**config.mk**
```make
export PLATFORM = sky130hd
export DESIGN_NAME = multitouch_slot_event_decoder_core_flat
export DESIGN_NICKNAME = d
export VERILOG_FILES = /design/src/rtl/core/mtd_pkg.sv /design/src/rtl/core/mtd_evt_if.sv /design/src/rtl/core/mtd_ptr_if.sv /design/src/rtl/core/multitouch_slot_event_decoder_core.sv /design/src/rtl/core/mtd_ram.sv /design/src/flat_wrapper.sv
export SDC_FILE = /design/constraint.sdc
export NUM_CORES = 2
export LEC_CHECK = 0
export BUFFER_PORTS_ARGS = -buffer_cell sky130_fd_sc_hd__buf_2
export CAP_MARGIN = 30
export CORE_MARGIN = 4
export CORE_UTILIZATION = 23
export DETAILED_ROUTE_END_ITERATION = 10
export GPL_TIMING_DRIVEN = 0
export SETUP_SLACK_MARGIN = 0.15
export SYNTH_ARGS = -nofsm -noshare
export SYNTH_HDL_FRONTEND = slang
export SYNTH_SLANG_ARGS = --single-unit
```
**constraint.sdc**
```tcl
create_clock -name clk_i -period 16.35 [get_ports clk_i]
set_clock_uncertainty 0.2 [all_clocks]
set_input_delay 1.635 -clock clk_i [delete_from_list [all_inputs] [get_ports clk_i]]
set_output_delay 1.635 -clock clk_i [all_outputs]
set_load 0.01 [all_outputs]
```
**src/rtl/core/mtd_pkg.sv**
```systemverilog
`timescale 1ns / 1ps
// Package for the multitouch slot event decoder: sizes, event codes,
// configuration register indexes. No dependencies.
package mtd_pkg;

  localparam int FINGER_SLOTS   = 10;
  localparam int RAW_COORD_BITS = 16;

  localparam int SLOT_W     = (FINGER_SLOTS > 1) ? $clog2(FINGER_SLOTS) : 1;
  localparam int TYPE_W     = 5;
  localparam int CODE_W     = 10;
  localparam int VALUE_W    = 32;
  localparam int PIX_W      = 14;
  localparam int GAIN_W     = 24;
  localparam int DIM_W      = 14;
  localparam int FRAC_W     = 16;
  localparam int CFG_IDX_W  = 3;
  localparam int CFG_DATA_W = 24;
  localparam int PROD_W     = RAW_COORD_BITS + GAIN_W;
  localparam int MAP_W      = PROD_W + 2;

  localparam logic [RAW_COORD_BITS-1:0] RAW_MAX = '1;
  localparam logic [PIX_W-1:0]          PIX_MAX = '1;

  // event classes and axis codes
  localparam logic [TYPE_W-1:0] EV_SYNC = 5'd0;
  localparam logic [TYPE_W-1:0] EV_ABS  = 5'd3;

  localparam logic [CODE_W-1:0] CODE_SYNC_REPORT = 10'd0;
  localparam logic [CODE_W-1:0] CODE_SLOT        = 10'd47;
  localparam logic [CODE_W-1:0] CODE_POS_X       = 10'd53;
  localparam logic [CODE_W-1:0] CODE_POS_Y       = 10'd54;
  localparam logic [CODE_W-1:0] CODE_TRACK_ID    = 10'd57;

  localparam logic signed [VALUE_W-1:0] TRACK_LIFT = -32'sd1;

  // configuration register indexes
  localparam logic [CFG_IDX_W-1:0] CFG_X_GAIN       = 3'd0;
  localparam logic [CFG_IDX_W-1:0] CFG_Y_GAIN       = 3'd1;
  localparam logic [CFG_IDX_W-1:0] CFG_SCREEN_LONG  = 3'd2;
  localparam logic [CFG_IDX_W-1:0] CFG_SCREEN_SHORT = 3'd3;
  localparam logic [CFG_IDX_W-1:0] CFG_ROTATION     = 3'd4;
  localparam logic [CFG_IDX_W-1:0] CFG_ALT_MAPPING  = 3'd5;

  typedef logic [RAW_COORD_BITS-1:0] raw_t;
  typedef logic [PIX_W-1:0]          pix_t;
  typedef logic [SLOT_W-1:0]         slot_t;
  typedef logic [PROD_W-1:0]         prod_t;

endpackage

```
**src/rtl/core/mtd_evt_if.sv**
```systemverilog
`timescale 1ns / 1ps
// Input event channel: valid/ready plus one event word.
// Depends on mtd_pkg.
interface mtd_evt_if;
  logic                                    valid;
  logic                                    ready;
  logic [mtd_pkg::TYPE_W-1:0]              event_type;
  logic [mtd_pkg::CODE_W-1:0]              event_code;
  logic signed [mtd_pkg::VALUE_W-1:0]      event_value;

  modport source (output valid, event_type, event_code, event_value, input ready);
  modport sink   (input valid, event_type, event_code, event_value, output ready);
endinterface

```
**src/rtl/core/mtd_ptr_if.sv**
```systemverilog
`timescale 1ns / 1ps
// Pointer report channel: valid/ready plus one report word.
// Depends on mtd_pkg.
interface mtd_ptr_if;
  logic                        valid;
  logic                        ready;
  logic                        pointer_down;
  logic [mtd_pkg::PIX_W-1:0]   pointer_x;
  logic [mtd_pkg::PIX_W-1:0]   pointer_y;

  modport source (output valid, pointer_down, pointer_x, pointer_y, input ready);
  modport sink   (input valid, pointer_down, pointer_x, pointer_y, output ready);
endinterface

```
**src/rtl/core/multitouch_slot_event_decoder_core.sv**
```systemverilog
`timescale 1ns / 1ps
// Multitouch slot event decoder (protocol type B), top level.
// Depends on mtd_pkg, mtd_evt_if, mtd_ptr_if, mtd_ram.
//
// evt_i takes one input event word per cycle (valid/ready). Slot, tracking-id
// and X/Y events update state at the edge they are accepted and give no word.
// A sync report (type sync, code sync report) gives exactly one word on ptr_o:
// the screen position of the lowest-numbered down finger, or pointer_down 0
// and the last reported position.
// A sync report passes the raw position RAM read, gain multiply, and map and
// saturate stages before ptr_o. Throughput is one event per cycle while ready
// is high; the raw X/Y RAMs take one write and one read per cycle.
// If ptr_o stalls, the three-stage pipe fills and evt_i.ready drops only once
// every stage holds a word; empty stages are squeezed out.
// Reset clears current slot, finger flags, written-marks of the raw RAMs, the
// last position and the configuration registers to their defaults; no
// clearing pass is needed. Configuration (cfg_we_i, cfg_idx_i, cfg_data_i) must
// be written by the user only while no sync report is in flight (not enforced).
module multitouch_slot_event_decoder_core (
  input  logic                               clk_i,
  input  logic                               rst_ni,
  input  logic                               cfg_we_i,
  input  logic [mtd_pkg::CFG_IDX_W-1:0]      cfg_idx_i,
  input  logic [mtd_pkg::CFG_DATA_W-1:0]     cfg_data_i,
  mtd_evt_if.sink                            evt_i,
  mtd_ptr_if.source                          ptr_o
);
  import mtd_pkg::*;

  // configuration
  logic [GAIN_W-1:0] x_gain_q, y_gain_q;
  logic [DIM_W-1:0]  scr_long_q, scr_short_q;
  logic [1:0]        rot_q;
  logic              alt_q;

  // slot state
  slot_t                   cur_slot_q;
  logic [FINGER_SLOTS-1:0] down_q, x_vld_q, y_vld_q;

  // pipeline
  logic  s1_v_q, s1_down_q, s1_xv_q, s1_yv_q;
  logic  s2_v_q, s2_down_q;
  prod_t s2_xt_q, s2_yt_q;
  logic  out_v_q, out_down_q;
  pix_t  out_x_q, out_y_q, last_x_q, last_y_q;

  logic  take, s2_free, s1_free;
  logic  evt_acc, is_abs, is_sync;
  logic  wr_x, wr_y, rd_en;
  slot_t first_idx;
  logic  any_down;
  slot_t slot_val;
  raw_t  raw_val;
  raw_t  rx_rdata, ry_rdata, rx_op, ry_op;
  pix_t  map_x, map_y;

  assign take    = !out_v_q || ptr_o.ready;
  assign s2_free = !s2_v_q || take;
  assign s1_free = !s1_v_q || s2_free;

  assign evt_i.ready = s1_free;
  assign evt_acc = evt_i.valid && evt_i.ready;
  assign is_abs  = evt_i.event_type == EV_ABS;
  assign is_sync = (evt_i.event_type == EV_SYNC) && (evt_i.event_code == CODE_SYNC_REPORT);

  assign wr_x  = evt_acc && is_abs && (evt_i.event_code == CODE_POS_X);
  assign wr_y  = evt_acc && is_abs && (evt_i.event_code == CODE_POS_Y);
  assign rd_en = evt_acc && is_sync;

  // lowest-numbered down finger
  always_comb begin
    first_idx = '0;
    any_down  = 1'b0;
    for (int i = FINGER_SLOTS - 1; i >= 0; i--) begin
      if (down_q[i]) begin
        first_idx = SLOT_W'(i);
        any_down  = 1'b1;
      end
    end
  end

  // slot select clamps to 0..FINGER_SLOTS-1
  always_comb begin
    if (evt_i.event_value[VALUE_W-1]) begin
      slot_val = '0;
    end else if (evt_i.event_value > $signed(VALUE_W'(FINGER_SLOTS - 1))) begin
      slot_val = SLOT_W'(FINGER_SLOTS - 1);
    end else begin
      slot_val = evt_i.event_value[SLOT_W-1:0];
    end
  end

  // raw coordinate saturates to 0..RAW_MAX
  always_comb begin
    if (evt_i.event_value[VALUE_W-1]) begin
      raw_val = '0;
    end else if (|evt_i.event_value[VALUE_W-2:RAW_COORD_BITS]) begin
      raw_val = RAW_MAX;
    end else begin
      raw_val = evt_i.event_value[RAW_COORD_BITS-1:0];
    end
  end

  mtd_ram #(.WIDTH(RAW_COORD_BITS), .DEPTH(FINGER_SLOTS)) u_rx_ram (
    .clk_i   (clk_i),
    .we_i    (wr_x),
    .waddr_i (cur_slot_q),
    .wdata_i (raw_val),
    .re_i    (rd_en),
    .raddr_i (first_idx),
    .rdata_o (rx_rdata)
  );

  mtd_ram #(.WIDTH(RAW_COORD_BITS), .DEPTH(FINGER_SLOTS)) u_ry_ram (
    .clk_i   (clk_i),
    .we_i    (wr_y),
    .waddr_i (cur_slot_q),
    .wdata_i (raw_val),
    .re_i    (rd_en),
    .raddr_i (first_idx),
    .rdata_o (ry_rdata)
  );

  // never-written entries read as zero
  assign rx_op = s1_xv_q ? rx_rdata : '0;
  assign ry_op = s1_yv_q ? ry_rdata : '0;

  // configuration registers
  always_ff @(posedge clk_i or negedge rst_ni) begin
    if (!rst_ni) begin
      x_gain_q    <= GAIN_W'(65536);
      y_gain_q    <= GAIN_W'(65536);
      scr_long_q  <= DIM_W'(1920);
      scr_short_q <= DIM_W'(1080);
      rot_q       <= 2'd0;
      alt_q       <= 1'b0;
    end else if (cfg_we_i) begin
      unique case (cfg_idx_i)
        CFG_X_GAIN:       x_gain_q    <= cfg_data_i[GAIN_W-1:0];
        CFG_Y_GAIN:       y_gain_q    <= cfg_data_i[GAIN_W-1:0];
        CFG_SCREEN_LONG:  scr_long_q  <= cfg_data_i[DIM_W-1:0];
        CFG_SCREEN_SHORT: scr_short_q <= cfg_data_i[DIM_W-1:0];
        CFG_ROTATION:     rot_q       <= cfg_data_i[1:0];
        CFG_ALT_MAPPING:  alt_q       <= cfg_data_i[0];
        default: ;
      endcase
    end
  end

  // slot state update at accept
  always_ff @(posedge clk_i or negedge rst_ni) begin
    if (!rst_ni) begin
      cur_slot_q <= '0;
      down_q     <= '0;
      x_vld_q    <= '0;
      y_vld_q    <= '0;
    end else if (evt_acc && is_abs) begin
      unique case (evt_i.event_code)
        CODE_SLOT:     cur_slot_q          <= slot_val;
        CODE_TRACK_ID: down_q[cur_slot_q]  <= (evt_i.event_value != TRACK_LIFT);
        CODE_POS_X:    x_vld_q[cur_slot_q] <= 1'b1;
        CODE_POS_Y:    y_vld_q[cur_slot_q] <= 1'b1;
        default: ;
      endcase
    end
  end

  // map one point: Q.16 gain products, orientation, truncate and saturate
  function automatic pix_t to_pixel(logic signed [MAP_W-1:0] v);
    pix_t p;
    if (v[MAP_W-1]) begin
      p = '0;
    end else if (|v[MAP_W-2:FRAC_W+PIX_W]) begin
      p = PIX_MAX;
    end else begin
      p = v[FRAC_W+PIX_W-1:FRAC_W];
    end
    return p;
  endfunction

  always_comb begin
    logic signed [MAP_W-1:0] xt, yt, lq, sq, mx, my;
    xt = $signed({2'b00, s2_xt_q});
    yt = $signed({2'b00, s2_yt_q});
    lq = $signed(MAP_W'({scr_long_q, FRAC_W'(0)}));
    sq = $signed(MAP_W'({scr_short_q, FRAC_W'(0)}));
    case ({alt_q, rot_q})
      3'b001:  begin mx = yt;      my = sq - xt; end
      3'b010:  begin mx = sq - xt; my = lq - yt; end
      3'b011:  begin mx = lq - yt; my = xt;      end
      3'b100:  begin mx = sq - yt; my = xt;      end
      3'b101:  begin mx = xt;      my = yt;      end
      3'b110:  begin mx = sq - xt; my = yt;      end
      3'b111:  begin mx = sq - xt; my = lq - yt; end
      default: begin mx = xt;      my = yt;      end
    endcase
    map_x = to_pixel(mx);
    map_y = to_pixel(my);
  end

  // pipeline control
  always_ff @(posedge clk_i or negedge rst_ni) begin
    if (!rst_ni) begin
      s1_v_q   <= 1'b0;
      s2_v_q   <= 1'b0;
      out_v_q  <= 1'b0;
      last_x_q <= '0;
      last_y_q <= '0;
    end else begin
      if (s1_free) begin
        s1_v_q <= rd_en;
      end
      if (s2_free) begin
        s2_v_q <= s1_v_q;
      end
      if (take) begin
        out_v_q <= s2_v_q;
        if (s2_v_q && s2_down_q) begin
          last_x_q <= map_x;
          last_y_q <= map_y;
        end
      end
    end
  end

  // pipeline payload
  always_ff @(posedge clk_i) begin
    if (s1_free && rd_en) begin
      s1_down_q <= any_down;
      s1_xv_q   <= x_vld_q[first_idx];
      s1_yv_q   <= y_vld_q[first_idx];
    end
    if (s2_free && s1_v_q) begin
      s2_down_q <= s1_down_q;
      s2_xt_q   <= PROD_W'(rx_op) * PROD_W'(x_gain_q);
      s2_yt_q   <= PROD_W'(ry_op) * PROD_W'(y_gain_q);
    end
    if (take && s2_v_q) begin
      out_down_q <= s2_down_q;
      out_x_q    <= s2_down_q ? map_x : last_x_q;
      out_y_q    <= s2_down_q ? map_y : last_y_q;
    end
  end

  assign ptr_o.valid        = out_v_q;
  assign ptr_o.pointer_down = out_down_q;
  assign ptr_o.pointer_x    = out_x_q;
  assign ptr_o.pointer_y    = out_y_q;

`ifndef NO_ASSERTIONS
  a_slot_range: assert property (@(posedge clk_i) disable iff (!rst_ni)
    cur_slot_q <= SLOT_W'(FINGER_SLOTS - 1))
    else $error("current slot beyond last finger slot");

  a_sync_enters: assert property (@(posedge clk_i) disable iff (!rst_ni)
    rd_en |=> s1_v_q)
    else $error("accepted sync report lost before first stage");

  a_out_is_last: assert property (@(posedge clk_i) disable iff (!rst_ni)
    out_v_q |-> (out_x_q == last_x_q && out_y_q == last_y_q))
    else $error("reported position differs from last position");

  a_s2_holds: assert property (@(posedge clk_i) disable iff (!rst_ni)
    s2_v_q && !take |=> s2_v_q && $stable(s2_xt_q) && $stable(s2_yt_q))
    else $error("stalled product stage changed");
`endif

endmodule

```
**src/rtl/core/mtd_ram.sv**
```systemverilog
`timescale 1ns / 1ps
// Generic single-write, single-read RAM with registered read data.
// No dependencies.
module mtd_ram #(
  parameter int WIDTH = 16,
  parameter int DEPTH = 16
) (
  input  logic                                          clk_i,
  input  logic                                          we_i,
  input  logic [((DEPTH > 1) ? $clog2(DEPTH) : 1)-1:0]  waddr_i,
  input  logic [WIDTH-1:0]                              wdata_i,
  input  logic                                          re_i,
  input  logic [((DEPTH > 1) ? $clog2(DEPTH) : 1)-1:0]  raddr_i,
  output logic [WIDTH-1:0]                              rdata_o
);

  logic [WIDTH-1:0] mem_q [DEPTH];

  always_ff @(posedge clk_i) begin
    if (we_i) begin
      mem_q[waddr_i] <= wdata_i;
    end
    if (re_i) begin
      rdata_o <= mem_q[raddr_i];
    end
  end

endmodule

```
**src/flat_wrapper.sv**
```systemverilog
// flat-port wrapper written by rule: the top's interface ports become plain ports
module multitouch_slot_event_decoder_core_flat import mtd_pkg::*;
  (clk_i, rst_ni, cfg_we_i, cfg_idx_i, cfg_data_i, evt_i_valid, evt_i_event_type, evt_i_event_code, evt_i_event_value, evt_i_ready, ptr_o_valid, ptr_o_pointer_down, ptr_o_pointer_x, ptr_o_pointer_y, ptr_o_ready);
  mtd_evt_if evt_i_i ();
  mtd_ptr_if ptr_o_i ();
  input  logic clk_i;
  input  logic rst_ni;
  input  logic cfg_we_i;
  input  logic [mtd_pkg::CFG_IDX_W-1:0] cfg_idx_i;
  input  logic [mtd_pkg::CFG_DATA_W-1:0] cfg_data_i;
  input wire logic [$bits(evt_i_i.valid)-1:0] evt_i_valid;
  input wire logic [$bits(evt_i_i.event_type)-1:0] evt_i_event_type;
  input wire logic [$bits(evt_i_i.event_code)-1:0] evt_i_event_code;
  input wire logic [$bits(evt_i_i.event_value)-1:0] evt_i_event_value;
  output wire logic [$bits(evt_i_i.ready)-1:0] evt_i_ready;
  output wire logic [$bits(ptr_o_i.valid)-1:0] ptr_o_valid;
  output wire logic [$bits(ptr_o_i.pointer_down)-1:0] ptr_o_pointer_down;
  output wire logic [$bits(ptr_o_i.pointer_x)-1:0] ptr_o_pointer_x;
  output wire logic [$bits(ptr_o_i.pointer_y)-1:0] ptr_o_pointer_y;
  input wire logic [$bits(ptr_o_i.ready)-1:0] ptr_o_ready;
  assign evt_i_i.valid = evt_i_valid;
  assign evt_i_i.event_type = evt_i_event_type;
  assign evt_i_i.event_code = evt_i_event_code;
  assign evt_i_i.event_value = evt_i_event_value;
  assign evt_i_ready = evt_i_i.ready;
  assign ptr_o_valid = ptr_o_i.valid;
  assign ptr_o_pointer_down = ptr_o_i.pointer_down;
  assign ptr_o_pointer_x = ptr_o_i.pointer_x;
  assign ptr_o_pointer_y = ptr_o_i.pointer_y;
  assign ptr_o_i.ready = ptr_o_ready;
  multitouch_slot_event_decoder_core u_core (.clk_i(clk_i), .rst_ni(rst_ni), .cfg_we_i(cfg_we_i), .cfg_idx_i(cfg_idx_i), .cfg_data_i(cfg_data_i), .evt_i(evt_i_i), .ptr_o(ptr_o_i));
endmodule
```
# Word-level counts from Yosys, hierarchy flattened

Memory sizes are Yosys's and may differ from the RTL's. A register that Yosys moved wholly into a read port is not among the register bits.
Cells that the tools add are included.

$lt $le $gt $ge: 4
Bitwise logic cells: 2
Reduce and logical (&&, ||, !) cells: 38
Add/sub/neg operators: 3
Multiply operators: 2
Equality and inequality tests: 17
Muxes and demuxes: 36

Operators with widths:

| kind                                                                             | number |
|---|---|
| 42-bit case mux with 4 select lines                                              | 1 |
| 42-bit case mux with 3 select lines                                              | 1 |
| 30-bit by 40-bit subtractor with 41-bit output                                   | 3 |
| 14-bit 2-to-1 mux                                                                | 6 |
| 16-bit by 24-bit multiplier with 40-bit output                                   | 2 |
| 16-bit 2-to-1 mux                                                                | 4 |
| 4-bit 2-to-1 mux                                                                 | 12 |
| 10-bit by 6-bit equality test with 1-bit output, second input constant           | 4 |
| 32-bit by 5-bit greater-than comparator with 1-bit output, second input constant | 1 |
| 32-bit by 1-bit != test with 1-bit output, second input constant                 | 1 |
| 2-bit AND reduction                                                              | 11 |
| 11-bit OR reduction                                                              | 2 |
| 10-bit OR                                                                        | 2 |
| 3-bit equality test, second input constant                                       | 5 |
| 15-bit OR reduction                                                              | 1 |
| 3-bit by 2-bit equality test with 1-bit output, second input constant            | 4 |
| 1-bit logical AND                                                                | 11 |
| 10-bit bitwise mux                                                               | 1 |
| 10-bit logical NOT                                                               | 1 |
| 4-bit by 5-bit less-than comparator with 1-bit output, second input constant     | 2 |
| 9-bit OR reduction                                                               | 1 |
| 1-bit binary-select mux with 4-bit select                                        | 2 |
| 1-bit 2-to-1 mux                                                                 | 8 |
| 3-bit by 1-bit equality test with 1-bit output, second input constant            | 2 |
| other kinds (9)                                                                  | 14 |

Memory bits (writable): 320
Flip-flop bits (word level): 257
Output and inout bits: 31
Word-level logic and storage cells: 128
Bits of input ports: 79
Memories: 2

Memory list:

| name                  | depth | bits a word | rd ports | clocked after memory_dff | write ports | line          | RTL |
|---|---|---|---|---|---|---|---|
| u_core.u_rx_ram.mem_q | 10    | 16          | 1        | 1                        | 1           | mtd_ram.sv:17 | `logic [WIDTH-1:0] mem_q [DEPTH];` |
| u_core.u_ry_ram.mem_q | 10    | 16          | 1        | 1                        | 1           | mtd_ram.sv:17 |  |

# Logic depth before layout (Yosys ltp)

Depth after elaboration: 12
Depth in mapped cells: 28
Gate-level depth less buffers: 24

# Modules after synthesis

Synthesis repeated with hierarchy kept, for this count alone.

Cells, all modules: 4796
Area, all modules: 51718.4 µm²

Modules (own cells, without submodules):

| module                             | sequential area each (µm²) | area an instance (µm²) | instances | cells an instance |
|---|---|---|---|---|
| multitouch_slot_event_decoder_core | 7009.2                     | 37972.7                | 1         | 4080 |
| mtd_ram                            | 5285.1                     | 6872.8                 | 2         | 358 |

# Least setup slack after synthesis

Ideal clock, no wire load.

Path kind: reg-to-reg
Start point: register u_core.s1_xv_q
End point: register u_core.s2_xt_q[34], data pin
Stages on the path, launching flop included: 28
Arrival time: 6597 ps
Path buffers: 3
Library setup time: 258 ps
Required time: 15892 ps
Clock period less this slack: 7056 ps
Slack: 9294 ps
Cells stage by stage: edfxtp_1 > clkbuf_1 > clkbuf_1 > and2_0 > clkbuf_1 > nand2_1 > fa_1 > inv_1 > fa_1 > inv_1 > fa_1 > inv_1 > fa_1 > fa_1 > inv_1 > fa_1 > inv_1 > ha_1 > o21ai_0 > a2111oi_0 > nand3_1 > a21oi_1 > o21ai_0 > a21boi_0 > o21ai_0 > o21bai_1 > a21oi_1 > xnor2_1

Cells in the longest elaborated chain, start to end: 2

Ends and longest elaborated chain:

| element                                        | line                                      | RTL |
|---|---|---|
| start: declaration                             | multitouch_slot_event_decoder_core.sv:41  | `logic s1_v_q, s1_down_q, s1_xv_q, s1_yv_q;` |
| start signal: assignment                       | multitouch_slot_event_decoder_core.sv:230 | `s1_xv_q <= x_vld_q[first_idx];` |
| 16-bit 2-to-1 mux                              | multitouch_slot_event_decoder_core.sv:125 | `assign rx_op = s1_xv_q ? rx_rdata : '0;` |
| 16-bit by 24-bit multiplier with 40-bit output | multitouch_slot_event_decoder_core.sv:235 | `s2_xt_q <= PROD_W'(rx_op) * PROD_W'(x_gain_q);` |
| end signal: assignment                         | multitouch_slot_event_decoder_core.sv:235 |  |
| end: declaration                               | multitouch_slot_event_decoder_core.sv:43  | `prod_t s2_xt_q, s2_yt_q;` |

Every way passes these cells.
A chain may end at the register's enable or synchronous reset.

# Final worst setup path

Ends and elaborated chain as after synthesis.

==> results_dict.tcl <==
set metrics [dict create \
    grt_max_degree 91 \
    tritoncts "built" \
    dr.first_iter.drc_count 3131 \
    synth_compound_area_share_pct 7.042 \
    fin_hold_ws_ns 0.2312 \
    syn_nets 5689 \
    ant_nets 0 \
    cp_common_cell "fa_1" \
    status "complete, no violations" \
    rr_worst_depth 28 \
    drc 0 \
    initial_core_util_pct 23.20 \
    yosysSeqAreaShare_pct 34.38 \
    p_total_mw 4.109 \
    relSlewSlack_pct 26.34 \
    grt_usage_pct 13.76 \
    synth_xor_xnor_area_share_pct 1.901 \
    start_kind "flop" \
    max_cap_viol_count 0 \
    antenna_found_initial 16 \
    cp.required_ns 16.60 \
    synth_simple_gate_area_share_pct 13.98 \
    pin_count 110 \
    ctsResizeCount 0 \
    grt_pass1_vias 38110 \
    cts.sinks 609 \
    synth_seq_cells 609 \
    async_flop_share_pct 23.65 \
    netlist_area_um2 51130 \
    min_from "u_core.s1_down_q$_SDFFCE_PP1P_" \
    slew_viol_final 0 \
    die_w_um 479.5 \
    r2r-start "u_core.s1_xv_q$_DFFE_PP_" \
    grt_first_pass_wirelength_um 242100 \
    synth.area.mux_share_pct 5.026 \
    dieArea_um2 229900 \
    ys_types 83 \
    layout.nets 5910 \
    finalSetupTns_ns 0 \
    core.rowCount 172 \
    io_buffers 109 \
    r2r-end "u_core.s2_xt_q[34]$_DFFE_PP_" \
    core_um2 220400 \
    path_class "reg2reg" \
    gp_congestion 0.9593 \
    yosys.area.top_type_share_pct 27.31 \
    syn-instance-count 4732 \
    n_fill_cell 23240 \
    drt-vias-per-instance 4.611 \
    routedWlPerCell_um 20.00 \
    holdBufCountCts 0 \
    vias 36780 \
    synthAdderAreaFrac_pct 30.47 \
    synthTopCellsByArea "edfxtp_1 27%, fa_1 24%, dfrtp_1 6.6%" \
    min_path_cells 0 \
    drt_pre_antenna_iters 6 \
    cts_setup_buffers 0 \
    worst_hold_path_type "reg2reg" \
    clk_path_buf_depth 3 \
    r2r_slack_ns 6.32 \
    p_leak_nw 25.57 \
    pwr_density_cell_nw_per_um2 70.57 \
    root_buffer "clkbuf_16" \
    rsz0062_at_grt "false" \
    clk_latency_ns 0.69 \
    cts-htree-levels 3 \
    cts_buffers 67 \
    areaGrowthSynthToFinish_pct 13.89 \
    worst_pin_slew_ns 1.102 \
    routed_wl_um 159600 \
    grt_overflow 0 \
    avgSynthCellArea_um2 10.81 \
    die_h_um 479.5 \
    setup-violations-final 0 \
    ys_warn_count 0 \
    place.detailed.hpwl_um 127500 \
    final_core_util_pct 26.43 \
    max_stage_delay_ns 0.93 \
    drive_above_1_share_pct 10.09 \
    synth_top_cell_by_area "edfxtp_1" \
    critPathArrivalTime_ns 10.27 \
    crit_slowest_cell "a2111oi_0" \
    min_period_ns 10.03 \
    end_kind "flop" \
    hold_viol_final 0 \
    synth_top_family_by_area "adder cells" \
    min_to "u_core.s2_down_q$_DFFE_PP_" \
    clkTransAtPathRegs_ns 0.06 \
    synth_flop_cell "edfxtp_1" \
    layout_worst_path_cycle_share_pct 61.32 \
    timing.fmax_mhz 99.74 \
    critPathMaxFanout 10 \
    ir_drop_mv 0.05529 \
    synth-edff-count 465 \
]
==> metal layers <==
metal | vias to the layer above | global-route usage (%) | share of wire, %
li1 | 16300 | - | -
met1 | 18670 | 18.33 | 42
met2 | 1499 | 21.92 | 46
met3 | 300 | 2.887 | 8.0
met4 | 8 | 5.301 | 3.9
met5 | - | 0 | 0.046
==> logic make-up after synthesis <==
kind of cell	after synthesis
simple gates	1466
compound gates	530
fa+ha+maj	878
flops	609
mux	161
xor+xnor	111
buf+inv	977
==> synth_stat cells, drive strengths merged, types with 7 or more instances <==
cell / number
o221ai: 7
mux2i: 7
mux2: 86
nor3: 37
nand2b: 23
a31oi: 56
or2: 26
a221oi: 18
o31ai: 15
o221a: 10
buf: 16
nor2: 178
a211oi: 56
nand2: 648
and3: 341
nand3: 35
a22oi: 8
fa: 612
a21o: 50
dfstp: 10
xnor2: 68
xor2: 43
a21oi: 112
nand4: 24
a22o: 8
dfrtp: 134
edfxtp: 465
o211ai: 17
nor2b: 48
o21bai: 11
nor4: 28
o21a: 14
ha: 266
mux4: 68
inv: 735
and2: 45
o21ai: 87
clkbuf: 224
==> critical path, delay by kind of cell (launching register included) <==
kind | cells | cell delay [ns]
fa+ha+maj | 7 | 3.43
compound gates | 8 | 3.07
buf+inv | 9 | 2.13
simple gates | 3 | 0.48
flops | 1 | 0.33
xor+xnor | 1 | 0.13
==> worst max path at each step <==
stage	startpoint	endpoint	cells past startpoint
6_report	u_core.s1_xv_q$_DFFE_PP_	u_core.s2_xt_q[34]$_DFFE_PP_	28
5_1_grt	u_core.s1_xv_q$_DFFE_PP_	u_core.s2_xt_q[34]$_DFFE_PP_	28
4_1_cts	u_core.s1_xv_q$_DFFE_PP_	u_core.s2_xt_q[34]$_DFFE_PP_	28
3_5_place_dp	u_core.s1_xv_q$_DFFE_PP_	u_core.s2_xt_q[34]$_DFFE_PP_	28
3_3_place_gp	u_core.s1_xv_q$_DFFE_PP_	u_core.s2_xt_q[34]$_DFFE_PP_	27
2_1_floorplan	u_core.s1_xv_q$_DFFE_PP_	u_core.s2_xt_q[34]$_DFFE_PP_	27
==> power by group <==
part	leakage (nW)	internal (mW)	switching (mW)
clock	1.08	0.865	0.677
sequential	6.12	1.72	0.106
combinational	18.4	0.225	0.516
==> layout make-up <==
cell class | instances | area [um2] | area share [%]
Clock buffer | 81 | 1759 | 3.021
Timing Repair Buffer | 152 | 1070 | 1.837
Sequential cell | 609 | 17580 | 30.19
Clock inverter | 42 | 464.2 | 0.7971
Tap cell | 2958 | 3701 | 6.355
Inverter | 737 | 2766 | 4.750
Buffer | 240 | 918.4 | 1.577
Multi-Input combinational cell | 3146 | 29950 | 51.42
Antenna cell | 12 | 30.03 | 0.05157
==> cells in the final DEF (no fill, tap or decap), types with 16 or more instances in the layout <==
master,instances
a211oi_1,56
a21o_1,50
a21oi_1,112
a221oi_1,16
a31oi_1,55
and2_1,40
and3_1,341
buf_2,119
buf_6,16
clkbuf_1,235
clkbuf_16,67
dfrtp_1,134
edfxtp_1,465
fa_1,612
ha_1,266
inv_1,735
mux2_2,86
mux4_2,68
nand2_1,648
nand2b_1,22
nand3_1,35
nand4_1,23
nor2_1,153
nor2_2,24
nor2b_1,48
nor3_1,37
nor4_1,22
o211ai_1,17
o21ai_0,86
or2_2,26
xnor2_1,68
xor2_1,43
==> sequential cells by signal (all words and copies together), names as in the netlist, 2 cells and up <==
| name | count |
|---|---|
| u_core.rot_q | 2 |
| u_core.u_rx_ram.mem_q | 160 |
| u_core.scr_long_q | 14 |
| u_core.ptr_o.pointer_y | 14 |
| u_core.y_gain_q | 24 |
| u_core.u_ry_ram.rdata_o | 16 |
| u_core.cur_slot_q | 4 |
| u_core.u_rx_ram.rdata_o | 16 |
| u_core.scr_short_q | 14 |
| u_core.s2_xt_q | 40 |
| u_core.y_vld_q | 10 |
| u_core.s2_yt_q | 40 |
| u_core.ptr_o.pointer_x | 14 |
| u_core.last_y_q | 14 |
| u_core.x_gain_q | 24 |
| u_core.x_vld_q | 10 |
| u_core.u_ry_ram.mem_q | 160 |
| u_core.last_x_q | 14 |
| u_core.down_q | 10 |
==> through the flow <==
stage / std cells / instance area [um2] / setup WS [ns]
after floorplan: 4732 / 51130 / 9.294
after global placement: 7799 / 55380 / 6.372
after detailed placement: 7840 / 55950 / 6.591
after CTS: 7963 / 58180 / 6.580
after global routing: 7972 / 58220 / 5.822
final: 7977 / 58230 / 6.324
(Power assumes the default switching activity.)
